File: config.mk
export PLATFORM = sky130hd
export DESIGN_NAME = mtce_ram
export DESIGN_NICKNAME = d
export VERILOG_FILES = /design/src/design/assert_macros.svh /design/src/design/mtce_ram.sv
export SDC_FILE = /design/constraint.sdc
export NUM_CORES = 2
export LEC_CHECK = 0
export BUFFER_PORTS_ARGS = -buffer_cell sky130_fd_sc_hd__buf_2
export CORE_MARGIN = 3
export CORE_UTILIZATION = 30
export DETAILED_ROUTE_END_ITERATION = 6
export PLACE_DENSITY = 0.44
export SYNTH_ARGS = -nofsm -noshare
export SYNTH_HDL_FRONTEND = slang
export SYNTH_SLANG_ARGS = --single-unit
File: constraint.sdc
create_clock -name i_clk -period 6.2 [get_ports i_clk]
set_input_delay 1.24 -clock i_clk [delete_from_list [all_inputs] [get_ports i_clk]]
set_output_delay 1.24 -clock i_clk [all_outputs]
set_load 0.02 [all_outputs]
File: src/design/assert_macros.svh
// Assertion macros included by the encoder top level.
`ifndef ASSERT_MACROS_SVH
`define ASSERT_MACROS_SVH
`ifndef SYNTHESIS
`define ASSERT_ALWAYS(lbl, clk, rst_n, cond) \
    lbl: assert property (@(posedge clk) disable iff (!rst_n) (cond)) \
        else $error("assertion failed: invariant");
`define ASSERT_IMPLIES(lbl, clk, rst_n, ante, cons) \
    lbl: assert property (@(posedge clk) disable iff (!rst_n) (ante) |-> (cons)) \
        else $error("assertion failed: implication");
`define ASSERT_NEXT(lbl, clk, rst_n, ante, cons) \
    lbl: assert property (@(posedge clk) disable iff (!rst_n) (ante) |=> (cons)) \
        else $error("assertion failed: next cycle");
`else
`define ASSERT_ALWAYS(lbl, clk, rst_n, cond)
`define ASSERT_IMPLIES(lbl, clk, rst_n, ante, cons)
`define ASSERT_NEXT(lbl, clk, rst_n, ante, cons)
`endif
`endif

File: src/design/mtce_ram.sv
// Generic simple dual-port RAM with registered read data.
module mtce_ram #(
    parameter int WIDTH = 8,
    parameter int DEPTH = 256
) (
    input  logic                     i_clk,
    input  logic                     i_we,
    input  logic [$clog2(DEPTH)-1:0] i_waddr,
    input  logic [WIDTH-1:0]         i_wdata,
    input  logic [$clog2(DEPTH)-1:0] i_raddr,
    output logic [WIDTH-1:0]         o_rdata
);
    logic [WIDTH-1:0] r_mem [DEPTH];

    always_ff @(posedge i_clk) begin
        if (i_we) begin
            r_mem[i_waddr] <= i_wdata;
        end
        o_rdata <= r_mem[i_raddr];
    end
endmodule

# [Word-level counts from Yosys, hierarchy flattened]
# Memories as Yosys holds them, arrays and structs flattened. A register that Yosys moved wholly into a read port is not among the register bits.
# Cells that the tools add are included.
[word_totals] mem_count=1 out_inout_bits=8 input_bits=26 wordCells=3 reg_bits=0 ram_bits=2048
[mem_list] name="r_mem" depth=256 word_bits=8 rd=1 rd_clocked_by_memory_dff=1 wr=1 line="mtce_ram.sv:13" text="logic [WIDTH-1:0] r_mem [DEPTH];"
[classes] n_mux=2
[op_table] cell="1-bit 2-to-1 mux" count=2

# [Logic depth before layout (Yosys ltp)]
[logic_depth] depth_word=2 depth_mapped=11 ltp_nobuf=6

# [Worst setup path after synthesis]
# No wires, ideal clock.
[synth_timing] kind="input port to flip-flop" start="in i_raddr[0]" end="reg o_rdata[2] (read register of r_mem)" arrival_ps=3047 n_path_buf=4 path_stages=9 slack_ps=3022 cell_sequence="buf_6 > buf_12 > buf_8 > buf_2 > mux4_2 > a22oi_1 > a21oi_1 > nor4_1 > nor4_2"
[synth_lines] element="start, declared" line="mtce_ram.sv:10" text="input logic [$clog2(DEPTH)-1:0] i_raddr,"
[synth_lines] element="end, declared" line="mtce_ram.sv:11" text="output logic [WIDTH-1:0] o_rdata"

==> metrics.md <==
| Metric | Value |
|---|---|
| Initial core utilization | 30.22% |
| Post-CTS Resized | 0 |
| Unrepaired setup endpoints after global routing | no |
| Critical path cell sequence | buf_8, buf_4, mux4_2, a22o_1, a221oi_1, o221ai_1, a211oi_1, nor4_1 |
| Switching Share | 21.76% |
| Via count | 38.49k |
| Pwr dens | 327.2 mW/mm^2 |
| Top-area cell type share of the netlist area | 77.30% |
| Clock tree buffer depth | 3 |
| Post-synth design cell area | 0.07956 sq mm |
| Peak VDD IR | 283.7 uV |
| Most frequent cells in the layout | 2048 x edfxtp_1, 454 x mux4_2, 279 x nor2_1 |
| CTS Sinks | 2056 |
| Worst-Skew Late Latency | 850 ps |
| Global route overflow | 0 |
| Number of fill cells | 24.44k |
| NumNets Final | 3947 |
| DP Wirelength | 137700 um |
| Die footprint | 0.2714 sq mm |
| Netlist cell types | 55 |
| Syn Inst Count | 3733 |
| Drt via density | 5.049 |
| Core ar. | 0.2632 sq mm |
| Max-cap violations | 0 |
| Design area | 0.09165 sq mm |
| DR WL/cell | 29.62 um |
| Core Util, Final | 34.82% |
| Hold buffers post-CTS | 0 |
| DRT iter0 DRCs | 3813 |
| Initial DRT Pass Iterations | 6 |
| First-pass GRT wire length | 318300 um |
| Status | complete, no violations |
| Seq/Total Area, Yosys | 77.50% |
| Worst Path Max Fanout | 64 |
| Clock network power share | 43.9% |
| Tcrit/Tclk final | 71.03% |
| Total power draw | 29.99 mW |
| Syn. warnings | 0 |
| Maximum clock rate | 0.2271 GHz |
| Vias in the first global route | 39.52k |
| Area of the multi-input gates | 0.01654 sq mm |
| Crit path largest cell delay | 960 ps |
| IO Pins | 34 |
| Number of synthesized flops with an enable pin | 2048 |
| Pin count of the biggest net entering global routing | 170 |
| Worst setup EP type | flop |
| Die width | 521.0 um |
| DIE HEIGHT | 521.0 um |
| Endpoints failing setup | 0 |
| Path type of the worst setup path | input port to flop |
| Layout cells sized above 1 | 24.09% |
| Synth Register Bits | 2056 |
| Fin. Hold Viols | 0 |
| Largest area contributor in the netlist | edfxtp_1 |
| Data arrival, critical path | 5070 ps |
| Dpl cell area | 0.08441 sq mm |
| Synth Area per Inst | 21.31 sq um |
| Final Max Tran Viols | 0 |
| Most common cell after layout, fill and taps aside | edfxtp_1 |
| Top FF cell, synth | edfxtp_1 |
| DRC | 0 |
| Synthesized Nets | 3759 |
| Final cell count without fillers | 7624 |
| Sequential Power Share | 51.2% |
| Flip-flop and latch area | 0.06166 sq mm |
| Pleak | 27.89 nW |
| Clock transition at the registers of the reported paths | 60 ps |
| Min-Delay Path Class | input port to flop |
| Req. time, crit path | 6870 ps |
| Async set or reset register ratio after synthesis | 0% |
| Hold path depth | 1 |
| Antenna violation net count after detailed routing | 0 |
| Combinational power share | 4.9% |
| TritonCTS Buffers | 220 |
| Psw | 6.526 mW |
| Site Rows | 188 |
| IO buf count | 33 |
| R2R cell count | 6 |
| Drt total wl | 225800 um |
| Post-CTS Setup Bufs | 0 |
| TritonCTS clock tree | built |
| Root buf cell | clkbuf_16 |
| Dpl cells | 7214 |
| Setup TNS | 0 ps |
| Reg-to-reg slack, setup | 3020 ps |
| GP Congestion | 0.7783 |
| Overall Global Routing Usage | 16.44% |
| Setup crit start kind | input port |
| Area growth, synth to finish | 15.20% |
| Area contributors post-synth | edfxtp_1 77%, mux4_2 13%, mux2i_1 1.7% |
| Layout Skew | 57.54 ps |
| Max H-tree Level | 4 |
| Pint | 23.46 mW |
| Antenna violations before repair | 17 |
| Minimum period implied by the final worst setup slack | 4404 ps |
| Slew Limit Headroom | 12.72% |
| Worst-margin pin slew | 1297 ps |
| CP max-delay cell | a211oi_1 |
==> cell usage after synthesis (2+ instances only) <==
library cell  count
buf_12            8
nor2_1          282
or2_2             4
a2111oi_0         2
o22a_1            5
nand3_1          34
dfxtp_1           8
a2111oi_1         2
nand2b_1          8
mux2i_1         134
nor4_2            3
buf_6            21
o21ai_1           2
and2_1            6
o22ai_1          28
nor4_1           24
edfxtp_1       2048
buf_8            13
clkbuf_1        111
o32ai_1           4
buf_2            31
o221ai_1         46
mux4_1            2
buf_4            27
nor2b_1          31
o211ai_1         10
mux4_2          454
a21oi_1          96
a311oi_1          2
nand3b_1          2
a31oi_1           2
nand2_1          33
nor3_1           22
o21ai_0          10
buf_1            22
a221oi_1         13
a22o_1            8
a211oi_1         16
and3b_1           2
nand4_1          10
a22oi_1         133
==> area by class of cell <==
class | count | area share (%)
flip-flops and latches | 2056 | 67.28
multi-input cells | 1442 | 18.04
clock buffers | 265 | 6.261
well taps | 3515 | 4.799
repair buffers | 199 | 1.969
clock inverters | 138 | 1.623
diodes | 7 | 0.01911
inverters | 2 | 0.008191
==> critical path: cells and delay by family <==
family          cells  cell delay, ps
mux                 1             420
compound gates      4            1910
buf+inv             2            1200
simple gates        1             100
==> cells by family (layout without fill, tap and decap cells) <==
logic type	Yosys count	in the layout	synth area share (%)
other	0	7	0
muxes	591	591	14.62
buffers and inverters	235	604	1.831
AOI/OAI and AO/OA	385	385	3.419
and+or+nand+nor	466	466	2.628
DFF	2056	2056	77.50
==> routing by layer <==
metal | up-vias | part of all wire (%) | routed length, um | GRT usage [%]
met4 | 2 | 1.9 | 4264 | 3.681
met1 | 21060 | 45 | 102400 | 23.60
li1 | 16110 | - | - | -
met3 | 267 | 4.8 | 10890 | 2.579
met2 | 1057 | 48 | 108200 | 26.37
met5 | - | 0.0058 | 13 | 0
==> worst paths after layout <==
path                                    from           end
worst max-delay path              i_raddr[1]    o_rdata[3]
worst min-delay path              i_wdata[0]  r_mem[94][0]
worst max register to register  r_mem[83][5]    o_rdata[5]
worst min register to register  r_mem[99][7]    o_rdata[7]
==> stage by stage <==
| step | hold slack (ps) | setup slack, ps |
|---|---|---|
| final | 783.6 | 1796 |
| after global routing | 744.5 | 1771 |
| after CTS | 717.9 | 1899 |
| after detailed placement | 1119 | 985.1 |
| after global placement | 1093 | 1023 |
| after floorplan | 769.9 | 3022 |
==> power groups by stage <==
stage / clock (mW) / combinational (mW) / sequential (mW)
after global placement: 0 / 1.48 / 15.7
after global routing: 14.1 / 1.54 / 15.4
after CTS: 13.5 / 1.49 / 15.4
final: 13.2 / 1.46 / 15.4
after detailed placement: 0 / 1.49 / 15.7
after floorplan: 0 / 0.744 / 15.6
==> registers in the layout, summed over array words and instances, names as in the netlist <==
register  cells
r_mem      2048
o_rdata       8
(Power assumes the default switching activity.)
